--- src/gar_pkg.sv ---
// ----------------------------------------------------------------------------
// gar_pkg: shared types, constants and helpers
// Queue item layout, register indexes, reciprocal constants and the rounding
// and clamping helpers used by the front and back of the actuator core.
// ----------------------------------------------------------------------------
`timescale 1ns / 1ps
`default_nettype none

package gar_pkg;

	// Stream widths
	localparam int IN_TDATA_W  = 48;
	localparam int OUT_TDATA_W = 112;

	// Configuration register indexes
	localparam logic [1:0] CFG_PWM_PERIOD = 2'd0;
	localparam logic [1:0] CFG_P_GAIN     = 2'd1;
	localparam logic [1:0] CFG_TIME_STEP  = 2'd2;

	// Register reset values
	localparam logic [14:0] PWM_PERIOD_RST = 15'd1842;
	localparam logic [11:0] P_GAIN_RST     = 12'd256;
	localparam logic [7:0]  TIME_STEP_RST  = 8'd77;

	// floor(2^40 / 10000) and floor(2^36 / 1000) for duty scaling
	localparam logic [26:0] RECIP_10000 = 27'd109951162;
	localparam logic [26:0] RECIP_1000  = 27'd68719476;

	// Classified item carried from the front to the back
	typedef struct packed {
		logic               tmo;    // timeout event
		logic signed [14:0] rpm_p;  // saturated propeller rpm
		logic signed [18:0] t2;     // battery target, Q.9, unclamped
		logic        [15:0] tgt_b;  // battery target clamped to 0..51200
		logic signed [15:0] rud;    // rudder target, unclamped
		logic signed [15:0] tgt_r;  // rudder target clamped to +-30 deg
	} gar_item_t;

	// Arithmetic shift right, rounding to nearest, halves away from zero
	function automatic logic signed [47:0] rnd_shr(input logic signed [47:0] v,
			input int unsigned sh);
		logic signed [47:0] half;
		half = 48'sd1 <<< (sh - 1);
		return (v + half - $signed({47'd0, v[47]})) >>> sh;
	endfunction

	function automatic logic signed [47:0] clamp_s48(input logic signed [47:0] v,
			input logic signed [47:0] lo, input logic signed [47:0] hi);
		return (v < lo) ? lo : ((v > hi) ? hi : v);
	endfunction

endpackage

`default_nettype wire

--- src/gar_fifo.sv ---
// ----------------------------------------------------------------------------
// gar_fifo: item queue
// Small register queue between the classifier and the control sequencer.
// ----------------------------------------------------------------------------
`timescale 1ns / 1ps
`default_nettype none

module gar_fifo #(
	parameter int DEPTH = 2
) (
	input  wire logic               clk,
	input  wire logic               arst_n,
	input  wire logic               push,
	input  wire gar_pkg::gar_item_t wr_item,
	input  wire logic               pop,
	output gar_pkg::gar_item_t      rd_item,
	output logic                    full,
	output logic                    empty
);
	import gar_pkg::*;

	localparam int PW = (DEPTH > 1) ? $clog2(DEPTH) : 1;
	localparam int CW = $clog2(DEPTH + 1);

	gar_item_t       queue_q [DEPTH];
	logic [PW-1:0]   wr_ptr_q;
	logic [PW-1:0]   rd_ptr_q;
	logic [CW-1:0]   cnt_q;
	logic            do_push;
	logic            do_pop;

	assign full    = (cnt_q == CW'(DEPTH));
	assign empty   = (cnt_q == '0);
	assign do_push = push && !full;
	assign do_pop  = pop && !empty;
	assign rd_item = queue_q[rd_ptr_q];

	// Storage
	always_ff @(posedge clk) begin
		if (do_push)
			queue_q[wr_ptr_q] <= wr_item;
	end

	// Pointers and fill count
	always_ff @(posedge clk or negedge arst_n) begin
		if (!arst_n) begin
			wr_ptr_q <= '0;
			rd_ptr_q <= '0;
			cnt_q    <= '0;
		end else begin
			if (do_push)
				wr_ptr_q <= (wr_ptr_q == PW'(DEPTH - 1)) ? '0 : wr_ptr_q + 1'b1;
			if (do_pop)
				rd_ptr_q <= (rd_ptr_q == PW'(DEPTH - 1)) ? '0 : rd_ptr_q + 1'b1;
			unique case ({do_push, do_pop})
				2'b10: cnt_q <= cnt_q + 1'b1;
				2'b01: cnt_q <= cnt_q - 1'b1;
				default: cnt_q <= cnt_q;
			endcase
		end
	end

endmodule

`default_nettype wire

--- config.mk ---
export PLATFORM = sky130hd
export DESIGN_NAME = gar_fifo
export DESIGN_NICKNAME = d
export VERILOG_FILES = /design/src/gar_pkg.sv /design/src/gar_fifo.sv
export SDC_FILE = /design/constraint.sdc
export NUM_CORES = 1
export LEC_CHECK = 0
export BUFFER_PORTS_ARGS = -buffer_cell sky130_fd_sc_hd__buf_2
export CAP_MARGIN = 20
export CORE_UTILIZATION = 52
export CTS_CLUSTER_DIAMETER = 80
export CTS_CLUSTER_SIZE = 12
export DETAILED_ROUTE_END_ITERATION = 6
export HOLD_SLACK_MARGIN = 0.03
export PLACE_DENSITY = 0.84
export SLEW_MARGIN = 20
export SYNTH_ARGS = -nofsm -noshare
export SYNTH_HDL_FRONTEND = slang
export SYNTH_SLANG_ARGS = --single-unit
--- constraint.sdc ---
create_clock -name clk -period 6.2 [get_ports clk]
set_clock_uncertainty 0.15 [all_clocks]
set_input_delay 0.31 -clock clk [delete_from_list [all_inputs] [get_ports clk]]
set_output_delay 0.31 -clock clk [all_outputs]
set_load 0.01 [all_outputs]
# Word-level counts from Yosys, hierarchy flattened
# Memories as Yosys holds them, arrays and structs flattened.
# Cells that the tools add are included.
# totals
register_bits	4
ramBits	166
in_bits	87
output_inout_bits	85
word_cells	22
mem_count	1
# memory_table
name	depth	width	read_ports	rd_clocked_by_memory_dff	write_ports	line_no	rtl
queue_q	2	83	1	0	1	gar_fifo.sv:25	gar_item_t queue_q [DEPTH];
# classes
add_sub_neg	4
n_eq_ne	3
mux	5
reduce_logical	6
# op_table
cell	count
equality test 2 bit, second input constant	2
2-to-1 mux 1 bit	4
case mux 2 bit (2 select lines)	1
adder 1 bit, second input constant	2
adder 2 x 1 -> 2 bit, second input constant	1
equality test 2 x 1 -> 1 bit, second input constant	1
logical AND 1 bit	2
logical NOT 1 bit	2
logical NOT 2 bit	1
nonzero test 2 bit	1
subtractor 2 x 1 -> 2 bit, second input constant	1

# Logic depth before layout (Yosys ltp)
# Gate-level depths: netlist (run 1).
# depth
depth_word	5
depth_mapped	6
depth_no_buf	6

# Worst setup path before layout (run 1)
# No wires, ideal clock.
# synth_timing
kind	flip-flop to flip-flop
startpoint	reg cnt_q[0]
endpoint	mem queue_q[0][0] (netlist name) (enable)
setup_ns	0.525
arrival_time_ns	4.098
required_time_ns	5.525
setup_slack_ns	1.427
stages_incl_launch_ff	4
n_path_buf	0
period_less_slack_ns	4.773
path_cell_list	dfrtp_1 -> nand2b_1 -> nand2_1 -> nor2_1
# synth_between
elab_chain_cells	5
# synth_lines
item	line_no	rtl
start: declaration	gar_fifo.sv:28	logic [CW-1:0] cnt_q;
start signal: assignment	gar_fifo.sv:56	2'b10: cnt_q <= cnt_q + 1'b1;
start signal: assignment	gar_fifo.sv:57	2'b01: cnt_q <= cnt_q - 1'b1;
start signal: assignment	gar_fifo.sv:58	default: cnt_q <= cnt_q;
equality test 2 bit	gar_fifo.sv:32	assign full = (cnt_q == CW'(DEPTH));
logical NOT 1 bit	gar_fifo.sv:34	assign do_push = push && !full;
logical AND 1 bit	gar_fifo.sv:34	
2-to-1 mux 1 bit	gar_fifo.sv:40	if (do_push)
2-to-1 mux 1 bit (not written as such)	gar_fifo.sv:41	queue_q[wr_ptr_q] <= wr_item;
end: declaration	gar_fifo.sv:25	
# Every way passes these cells.

==> metrics.csv, run 1 <==
stage,metric,value,unit
drt,wirelength,12000,um
clock_network,path_clk_slew,0.06,ns
timing,fin_tns_setup,0,ns
floorplan,io_pins,172,
cells_and_area,fin_nets,633,
clock_network,post-cts-setup-buffer-count,0,
drt,drc,0,
synth,synth_fp_nets,364,
grt,grt_pass1_wl,18200,um
clock_network,cts_made_buffers,17,
synth,postSynthAreaPerCell,23.3,um^2
floorplan,std_cell_rows,40,
floorplan,core_area,12000,um^2
clock_network,cts_tree,done,
place,dpl_worst_slack,3.33,ns
synth,synth_cells,276,
worst_setup_path,required,5.74,ns
clock_network,h-tree-depth,4,
clock_network,clock_latency,0.41,ns
cells_and_area,area.growth.synth_to_final,37.7,%
timing,rsz0062_at_grt,false,
drt,first_iter_violations,168,
drt,antenna_left,0,
synth,synth_seq_cells,170,
timing,worst_pin_slew,0.825,ns
grt,grt.total_usage,19.5,%
worst_hold_path,hold_class,input pin to asynchronous set/reset pin,
grt,grt_max_degree,84,
worst_setup_path,start_kind,flip-flop,
cells_and_area,fin_cells,705,
timing,period_share,49.9,%
cells_and_area,final_cell_mix,"171 x buf_2, 166 x edfxtp_1, 84 x dlygate4sd3_1",
timing,final_max_slew_viol_count,0,
synth,yosys.cell_types.count,15,
floorplan,dieArea,12800,um^2
grt,grt_pass1_vias,3807,
power_and_ir_drop,vdd.ir_drop.worst,0.241,mV
timing,max_freq,324,MHz
floorplan,dieHeight,113,um
worst_setup_path,cp-end-kind,output port,
synth,yosysWarnings,0,
worst_setup_path,worstSetupPathType,flip-flop to output port,
synth,synth_area,6430,um^2
place,routabilityCongestion,0.645,
drt,wl_per_cell,17.1,um
clock_network,ctsHoldBuffers,84,
floorplan,fp.dieW,113,um
timing,period_minus_slack,3.09,ns
cells_and_area,diodes,0,
cells_and_area,fillCellCount,710,
worst_setup_path,arrival,2.63,ns
power_and_ir_drop,leakage,3.54,nW
timing,worst_slack,3.11,ns
power_and_ir_drop,powerDensity,438,nW/um^2
drt,vias,3494,
drt,dr.pass1.iters,4,
place,hpwl,6670,um
timing,finalHoldViolCount,0,
timing,relSlewSlack,45.0,%
timing,setup_viol,0,
place,port_buffers,171,
cells_and_area,drive_gt1_share,51.1,%
grt,antenna_found_initial,0,
worst_setup_path,worstPathMaxFanout,51,
place,place_inst,587,
clock_network,cts_num_sinks,170,
clock_network,clockBufferDepth,2,
cells_and_area,layout_commonest_cell,buf_2,
drt,via_per_inst,4.96,
floorplan,initial_core_util,53.5,%
clock_network,cts_resized,0,
clock_network,cts-root-buf,clkbuf_16,
status,outcome,finished clean,
job,max-cap-violations,0,
synth,seq_area_frac_synth,79.1,%
grt,overflow,0,
critical path, stage by stage (launching register included):
cell	delay, ns
dfrtp_4	0.84
buf_4	0.75
mux2_2	0.43
buf_2	0.14
synth_stat cells:
cell type,count,area (um^2)
edfxtp_1,166,4980
mux2_4,60,901
mux2_2,23,259
buf_6,7,78.8
dfrtp_1,4,100
nor2_1,3,11.3
xnor2_1,3,26.3
buf_2,2,10.0
xor2_1,2,17.5
and3_1,1,6.26
ha_1,1,12.5
inv_1,1,3.75
nand2_1,1,3.75
nand2b_1,1,6.26
nor2b_1,1,6.26
cells by family (layout without fill, tap and decap cells):
kind of cell | Yosys count | count (layout) | share of synthesized area (%)
adder cells (fa/ha/maj) | 1 | 1 | 0.195
AND/OR/NAND/NOR | 7 | 7 | 0.526
multiplexers | 83 | 83 | 18.0
buffers and inverters | 10 | 292 | 1.44
flip-flops | 170 | 170 | 79.1
XOR/XNOR | 5 | 5 | 0.681
state kept, by name, summed over array words and instances (netlist names):
name      flops
cnt_q         2
wr_ptr_q      1
queue_q     166
rd_ptr_q      1
per-layer routing:
metal / vias to the layer above / GRT usage [%] / share of wire, %
met3: 25 / 5.57 / 5.6
met5: - / 0 / 0
met2: 131 / 35.8 / 54
met1: 1712 / 20.3 / 38
li1: 1626 / - / -
met4: 0 / 9.39 / 2.3
report_power, final:
| group | internal, mW | switching (mW) |
|---|---|---|
| Clock | 0.586 | 0.389 |
| Combinational | 0.638 | 0.564 |
| Sequential | 1.57 | 0.130 |
final timing paths:
path / start / end / slack, ns / depth (start not counted)
worst max register to register: cnt_q[0] / queue_q[0][14] / 3.59 / 5
max in group asynchronous: arst_n / rd_ptr_q / 5.66 / 2
min in group clk: push / wr_ptr_q / 0.14 / 3
worst min register to register: cnt_q[1] / cnt_q[1] / 0.36 / 1
worst max-delay path: rd_ptr_q / rd_item[53] / 3.11 / 3
worst min-delay path: arst_n / cnt_q[1] / 0.09 / 2
cell type report:
| type | count | area, um^2 | area share [%] |
|---|---|---|---|
| timing repair buffer | 259 | 1770 | 20.0 |
| inverter | 1 | 3.75 | 0.0424 |
| multi-input combinational | 96 | 1260 | 14.3 |
| sequential | 170 | 5090 | 57.5 |
| tap | 147 | 184 | 2.08 |
| clock inverter | 10 | 101 | 1.15 |
| clock buffer | 22 | 444 | 5.02 |
stage by stage:
stage | util, % | cell area, um^2 | hold slack (ns) | power (mW)
6_report | 73.7 | 8850 | 0.0918 | 3.88
5_1_grt | 73.7 | 8850 | 0.0938 | 4.05
4_1_cts | 73.2 | 8800 | 0.0752 | 3.88
3_5_place_dp | 61.7 | 7410 | -0.0247 | 2.87
3_3_place_gp | 61.7 | 7410 | -0.0312 | 2.84
2_1_floorplan | - | 6430 | -0.136 | 2.52
(Power assumes the default switching activity.)
==> run 2: changes to the inputs <==
--- a/config.mk
+++ b/config.mk
@@ -5,14 +5,15 @@
 export SDC_FILE = /design/constraint.sdc
 export NUM_CORES = 1
 export LEC_CHECK = 0
+export ABC_AREA = 1
 export BUFFER_PORTS_ARGS = -buffer_cell sky130_fd_sc_hd__buf_2
 export CAP_MARGIN = 20
-export CORE_UTILIZATION = 52
+export CORE_UTILIZATION = 47
 export CTS_CLUSTER_DIAMETER = 80
 export CTS_CLUSTER_SIZE = 12
 export DETAILED_ROUTE_END_ITERATION = 6
 export HOLD_SLACK_MARGIN = 0.03
-export PLACE_DENSITY = 0.84
+export PLACE_DENSITY = 0.81
 export SLEW_MARGIN = 20
 export SYNTH_ARGS = -nofsm -noshare
 export SYNTH_HDL_FRONTEND = slang
==> constraint.sdc (replaced) <==
create_clock -name clk -period 2.5 [get_ports clk]
set_clock_uncertainty 0.15 [all_clocks]
set_input_delay 0.125 -clock clk [delete_from_list [all_inputs] [get_ports clk]]
set_output_delay 0.125 -clock clk [all_outputs]
set_load 0.01 [all_outputs]
==> run 2 against run 1 <==
Against the previous run:
- first-iteration DRC count up 68%
- register-to-register slack worse by 3.0 ns
- die area rose by 7.5%
- via count is 23% higher
- largest power group unchanged
- setup slack got worse by 2.8 ns
- final cell count grew 30%
==> metrics.csv, run 2 <==
stage,metric,value,unit
worst_setup_path,path_cells,"buf_4, nand2_1, nand2_1, buf_2",
power_and_ir_drop,pwr-share-clk,27.0,%
drt,antenna_left,0,
floorplan,io_pins,172,
clock_network,path_clk_slew,0.06,ns
timing,relSlewSlack,40.5,%
place,routabilityCongestion,0.730,
power_and_ir_drop,p_total,9.75,mW
cells_and_area,final_cell_mix,"259 x nand2_1, 171 x buf_2, 166 x edfxtp_1",
synth,synth_fp_nets,554,
power_and_ir_drop,leakage,3.79,nW
synth,synth_area,6250,um^2
synth,synth_edf_count,166,
power_and_ir_drop,switching_share,33.2,%
timing,final_max_slew_viol_count,0,
worst_setup_path,worst_path_max_delay_cell,buf_4,
cells_and_area,fillCellCount,843,
synth,ys_top_cells_by_count,"259 x nand2_1, 166 x edfxtp_1, 10 x buf_2",
grt,overflow,0,
floorplan,core_area,12800,um^2
timing,worst_slack,0.303,ns
timing,period_share,87.9,%
timing,worst_pin_slew,0.893,ns
cells_and_area,top_regs,"queue_q (166), cnt_q (2)",
power_and_ir_drop,pwr-share-comb,31.4,%
synth,ys.flop_type,edfxtp_1,
timing,setup_viol,0,
synth,synthTopCellsByArea,"edfxtp_1 80%, nand2_1 16%, dfrtp_1 1.6%",
synth,yosys.cell_types.count,14,
grt,grt_pass1_wl,21800,um
grt,grt.total_usage,20.8,%
clock_network,cts_made_buffers,17,
power_and_ir_drop,intPower,6.51,mW
clock_network,cts-root-buf,clkbuf_16,
synth,seq_area_frac_synth,81.3,%
clock_network,cts_num_sinks,170,
power_and_ir_drop,vdd.ir_drop.worst,0.988,mV
power_and_ir_drop,p_sw,3.24,mW
worst_setup_path,critPathMaxStageDelay,0.69,ns
drt,wl_per_cell,15.0,um
drt,drc,0,
job,max-cap-violations,0,
floorplan,fp.dieW,117,um
floorplan,std_cell_rows,41,
floorplan,initial_core_util,48.9,%
drt,dr.pass1.iters,6,
drt,first_iter_violations,283,
place,dpl_cell_area,7310,um^2
cells_and_area,fin_area,8790,um^2
grt,antenna_found_initial,0,
synth,synth_cells,466,
worst_setup_path,start_kind,flip-flop,
synth,synth_top_cell_by_area,edfxtp_1,
clock_network,clock_latency,0.41,ns
power_and_ir_drop,powerDensity,1110,nW/um^2
worst_hold_path,hold_class,input pin to flip-flop,
timing,fin_tns_setup,0,ns
cells_and_area,fin_nets,820,
synth,synth_seq_cells,170,
timing,rsz0062_at_grt,false,
synth,postSynthAreaPerCell,13.4,um^2
place,dpl_worst_slack,0.578,ns
clock_network,clockBufferDepth,2,
clock_network,post-cts-setup-buffer-count,0,
worst_setup_path,worstPathMaxFanout,84,
drt,wirelength,13800,um
drt,vias,4314,
synth,async_flop_share,2.35,%
worst_setup_path,cp-end-kind,output port,
cells_and_area,layout_commonest_cell,nand2_1,
floorplan,dieArea,13800,um^2
cells_and_area,largest_reg_flops,166,
floorplan,dieHeight,117,um
timing,max_freq,455,MHz
cells_and_area,area.growth.synth_to_final,40.5,%
grt,grt_max_degree,85,
place,port_buffers,171,
clock_network,h-tree-depth,4,
status,outcome,finished clean,
worst_setup_path,arrival,1.92,ns
worst_setup_path,required,2.23,ns
timing,finalHoldViolCount,0,
clock_network,cts_tree,done,
worst_setup_path,worstSetupPathType,flip-flop to output port,
worst_setup_path,worst_path_most_repeated_cell,nand2_1,
cells_and_area,regMostFlops,queue_q,
place,hpwl,7450,um
grt,grt_pass1_vias,4516,
synth,yosysWarnings,0,
drt,via_per_inst,4.70,
power_and_ir_drop,p_seq_share,41.5,%
synth,netlist.area_leader.share,79.7,%
synth,synth.most_common_cell,nand2_1,
timing,period_minus_slack,2.20,ns
cells_and_area,drive_gt1_share,28.5,%
## run 2: cell count changes in the layout (fill, tap and decap cells not counted), moves of 5 or more
cell      previous run  this run
nand2_1              1       259
mux2_4              60         0
mux2_2              23         0
inv_1                1         8
clkbuf_1             5         0
## run 2: layer usage
metal	global-route usage [%]	share of wire, %
met2	38.0	54
met3	5.79	5.7
met4	10.6	2.2
met1	21.6	38
met5	0	0
## run 2: stage by stage
stage	instances	utilization, %	hold slack [ns]
after floorplan	466	-	-0.321
after global placement	798	57.3	-0.216
after detailed placement	798	57.3	-0.212
after CTS	917	68.8	0.260
after global routing	917	68.8	0.266
final	918	68.8	0.280
## run 2: cell type report
class,count,area (um^2),share of cell area (%)
Clock buffer,17,425,4.84
Clock inverter,15,175,1.99
Sequential cell,170,5090,57.9
Timing Repair Buffer,265,1800,20.5
Tap cell,172,215,2.45
Inverter,10,41.3,0.470
Multi-Input combinational cell,268,1040,11.8
Antenna cell,1,2.50,0.0285
## run 2: worst paths after layout
check,startpoint,endpoint,slack (ns),depth (start not counted)
setup / recovery,rd_ptr_q,rd_item[30],0.30,4
hold / removal,wr_item[11],queue_q[0][11],0.28,2
setup reg to reg,cnt_q[1],queue_q[1][24],0.58,4
hold reg to reg,cnt_q[1],cnt_q[1],0.37,2
max in group asynchronous,arst_n,rd_ptr_q,1.51,3
min in group asynchronous,arst_n,cnt_q[0],0.50,3
## run 2: logic make-up after synthesis
kind of cell / after synthesis / synth area share (%)
AND/OR/NAND/NOR: 265 / 16.0
flip-flops: 170 / 81.3
buffers and inverters: 28 / 2.24
AO/OA/AOI/OAI: 1 / 0.0800
XOR/XNOR: 1 / 0.140
adder cells (fa/ha/maj): 1 / 0.200
## run 2: repair_timing
| action | CTS | global route |
|---|---|---|
| hold buffers | 87 | 0 |
| gates resized for setup | 0 | 0 |
| hold endpoints to repair | 173 | 0 |
## run 2: power groups by stage
stage | clock network, mW | logic [mW] | registers, mW
floorplan | 0 | 1.78 | 4.08
finish | 2.64 | 3.07 | 4.05
detailed placement | 0 | 2.94 | 4.10
global placement | 0 | 2.87 | 4.07
CTS | 2.66 | 3.06 | 4.04
global route | 2.78 | 3.39 | 4.10
## run 2: worst max-delay path, delay by kind of cell, from the launching register on
| family | cells | cell delay [ns] |
|---|---|---|
| DFF | 1 | 0.37 |
| and+or+nand+nor | 2 | 0.27 |
| buffers and inverters | 2 | 0.83 |
==> run 3: changes to the inputs <==
--- a/config.mk
+++ b/config.mk
@@ -5,7 +5,7 @@
 export SDC_FILE = /design/constraint.sdc
 export NUM_CORES = 1
 export LEC_CHECK = 0
-export ABC_AREA = 1
+export ABC_AREA = 0
 export BUFFER_PORTS_ARGS = -buffer_cell sky130_fd_sc_hd__buf_2
 export CAP_MARGIN = 20
 export CORE_UTILIZATION = 47
@@ -13,7 +13,7 @@
 export CTS_CLUSTER_SIZE = 12
 export DETAILED_ROUTE_END_ITERATION = 6
 export HOLD_SLACK_MARGIN = 0.03
-export PLACE_DENSITY = 0.81
+export PLACE_DENSITY = 0.8
 export SLEW_MARGIN = 20
 export SYNTH_ARGS = -nofsm -noshare
 export SYNTH_HDL_FRONTEND = slang
==> constraint.sdc (replaced) <==
create_clock -name clk -period 2.5 [get_ports clk]
set_clock_uncertainty 0.15 [all_clocks]
set_input_delay 0 -clock clk [delete_from_list [all_inputs] [get_ports clk]]
set_output_delay 0 -clock clk [all_outputs]
set_load 0.01 [all_outputs]
==> run 3 against run 2 <==
Against the previous run:
- critical path depth down 1
- combinational power up 2%
- design area up 2.3%
- clock power down 2%
- largest cell class unchanged
- largest power group unchanged
==> metrics.csv, run 3 (synthesis results as in run 1) <==
stage,metric,value,unit
clock_network,cts_num_sinks,170,
floorplan,io_pins,172,
timing,fin_tns_setup,0,ns
clock_network,cts-root-buf,clkbuf_16,
grt,grt_max_degree,33,
cells_and_area,regArea,5090,um^2
cells_and_area,multi_input_area,1260,um^2
worst_setup_path,worstPathMaxFanout,32,
power_and_ir_drop,p_seq_share,42.2,%
timing,max_freq,482,MHz
cells_and_area,regMostFlops,queue_q,
clock_network,clockBufferDepth,2,
grt,antenna_found_initial,0,
clock_network,h-tree-depth,4,
grt,overflow,0,
cells_and_area,fin_nets,639,
place,routabilityCongestion,0.677,
job,max-cap-violations,0,
worst_hold_path,hold_depth,2,
grt,grt_pass1_wl,19300,um
clock_network,cts_tree,done,
drt,via_per_inst,4.73,
cells_and_area,top_regs,"queue_q (166), cnt_q (2)",
drt,drc,0,
place,port_buffers,171,
cells_and_area,area.growth.synth_to_final,39.9,%
place,dpl_worst_slack,0.679,ns
power_and_ir_drop,vdd.ir_drop.worst,0.714,mV
cells_and_area,fillCellCount,863,
timing,finalHoldViolCount,0,
worst_hold_path,hold_end,queue_q[0][19],
worst_setup_path,r2r-end,queue_q[1][20],
status,outcome,finished clean,
power_and_ir_drop,p_sw,2.77,mW
place,hpwl,7310,um
floorplan,dieArea,14100,um^2
power_and_ir_drop,leakage,3.58,nW
drt,dr.pass1.iters,4,
drt,antenna_left,0,
clock_network,cts_made_buffers,17,
timing,worst_slack,0.427,ns
worst_setup_path,worstSetupPathType,flip-flop to output port,
power_and_ir_drop,pwr-share-comb,31.6,%
cells_and_area,largest_reg_flops,166,
drt,vias,3503,
clock_network,cts_resized,0,
drt,wirelength,12300,um
cells_and_area,layout_commonest_cell,buf_2,
power_and_ir_drop,switching_share,28.1,%
worst_setup_path,ff2ff_path_depth,3,
worst_setup_path,arrival,1.92,ns
timing,worst_pin_slew,0.448,ns
worst_setup_path,cp-end-kind,output port,
worst_hold_path,hold_class,input pin to flip-flop,
drt,wl_per_cell,16.7,um
worst_setup_path,reg2reg_slack,0.68,ns
worst_setup_path,r2r_start,cnt_q[0],
floorplan,initial_core_util,48.3,%
grt,grt_pass1_vias,3903,
timing,setup_viol,0,
cells_and_area,final_cell_mix,"171 x buf_2, 166 x edfxtp_1, 87 x dlygate4sd3_1",
cells_and_area,diodes,0,
floorplan,core_area,13300,um^2
timing,relSlewSlack,70.2,%
drt,first_iter_violations,178,
worst_setup_path,required,2.35,ns
grt,grt.total_usage,18.6,%
timing,period_share,82.9,%
clock_network,clock_latency,0.42,ns
worst_setup_path,start_kind,flip-flop,
floorplan,fp.dieW,119,um
timing,final_max_slew_viol_count,0,
floorplan,dieHeight,119,um
clock_network,path_clk_slew,0.06,ns
power_and_ir_drop,pwr-share-clk,26.2,%
timing,period_minus_slack,2.07,ns
cells_and_area,drive_gt1_share,51.4,%
floorplan,std_cell_rows,42,
timing,rsz0062_at_grt,false,
power_and_ir_drop,powerDensity,1100,nW/um^2
worst_hold_path,min-delay-start,wr_item[19],
power_and_ir_drop,intPower,7.08,mW
[run 3: cell types whose count changed in the layout (fill, tap and decap cells not counted), sizes merged, moves of 2 or more]
cell | previous run | this run
clkbuf | 17 | 19
inv | 11 | 1
mux2 | 0 | 83
nand3 | 3 | 0
nand2 | 259 | 1
xor2 | 0 | 2
xnor2 | 1 | 3
[run 3: critical path, stage by stage (launching register included)]
cell     delay, ns
dfrtp_4       0.66
buf_12        0.30
mux2_2        0.38
buf_2         0.14
[run 3: power groups by stage]
stage / Clock [mW] / Sequential (mW) / Combinational (mW)
detailed placement: 0 / 4.22 / 3.02
global route: 2.72 / 4.23 / 3.33
CTS: 2.62 / 4.16 / 3.14
finish: 2.58 / 4.16 / 3.12
floorplan: 0 / 4.09 / 2.12
global placement: 0 / 4.17 / 2.98
[run 3: repair_timing]
item                      CTS  global route
hold buffers               87             0
buffers inserted            0             0
hold endpoints to repair  173             0
[run 3: area by class of cell]
class                      instances  area share, %
clock inverter                    13           1.70
sequential                       170           56.6
timing repair buffer             265           20.3
clock buffer                      19           4.82
multi-input combinational         96           14.0
inverter                           1         0.0418
tap                              176           2.45
[run 3: how the worst max path moves through the flow]
stage | to | cells past startpoint | from
after floorplan | queue_q[0][0] | 3 | cnt_q[0]
after global placement | queue_q[1][55] | 3 | cnt_q[0]
after detailed placement | queue_q[1][13] | 3 | cnt_q[0]
after CTS | rd_item[68] | 3 | rd_ptr_q
after global routing | rd_item[68] | 3 | rd_ptr_q
final | rd_item[68] | 3 | rd_ptr_q
[run 3: metal layers]
layer | up-vias | global-route usage, % | share of wire [%]
met4 | 0 | 8.31 | 1.4
met5 | - | 0 | 0
met2 | 116 | 33.9 | 55
met1 | 1722 | 20.1 | 40
li1 | 1650 | - | -
met3 | 15 | 4.89 | 4.4
[run 3: stage by stage]
step | hold slack (ns) | util, % | area [um^2] | power (mW) | cells
3_5_place_dp | -0.339 | 56.7 | 7530 | 7.24 | 621
6_report | 0.146 | 67.6 | 8990 | 9.85 | 740
5_1_grt | 0.132 | 67.6 | 8990 | 10.3 | 740
3_3_place_gp | -0.344 | 56.7 | 7530 | 7.15 | 621
4_1_cts | 0.125 | 67.6 | 8990 | 9.93 | 740
2_1_floorplan | -0.446 | - | 6440 | 6.22 | 276
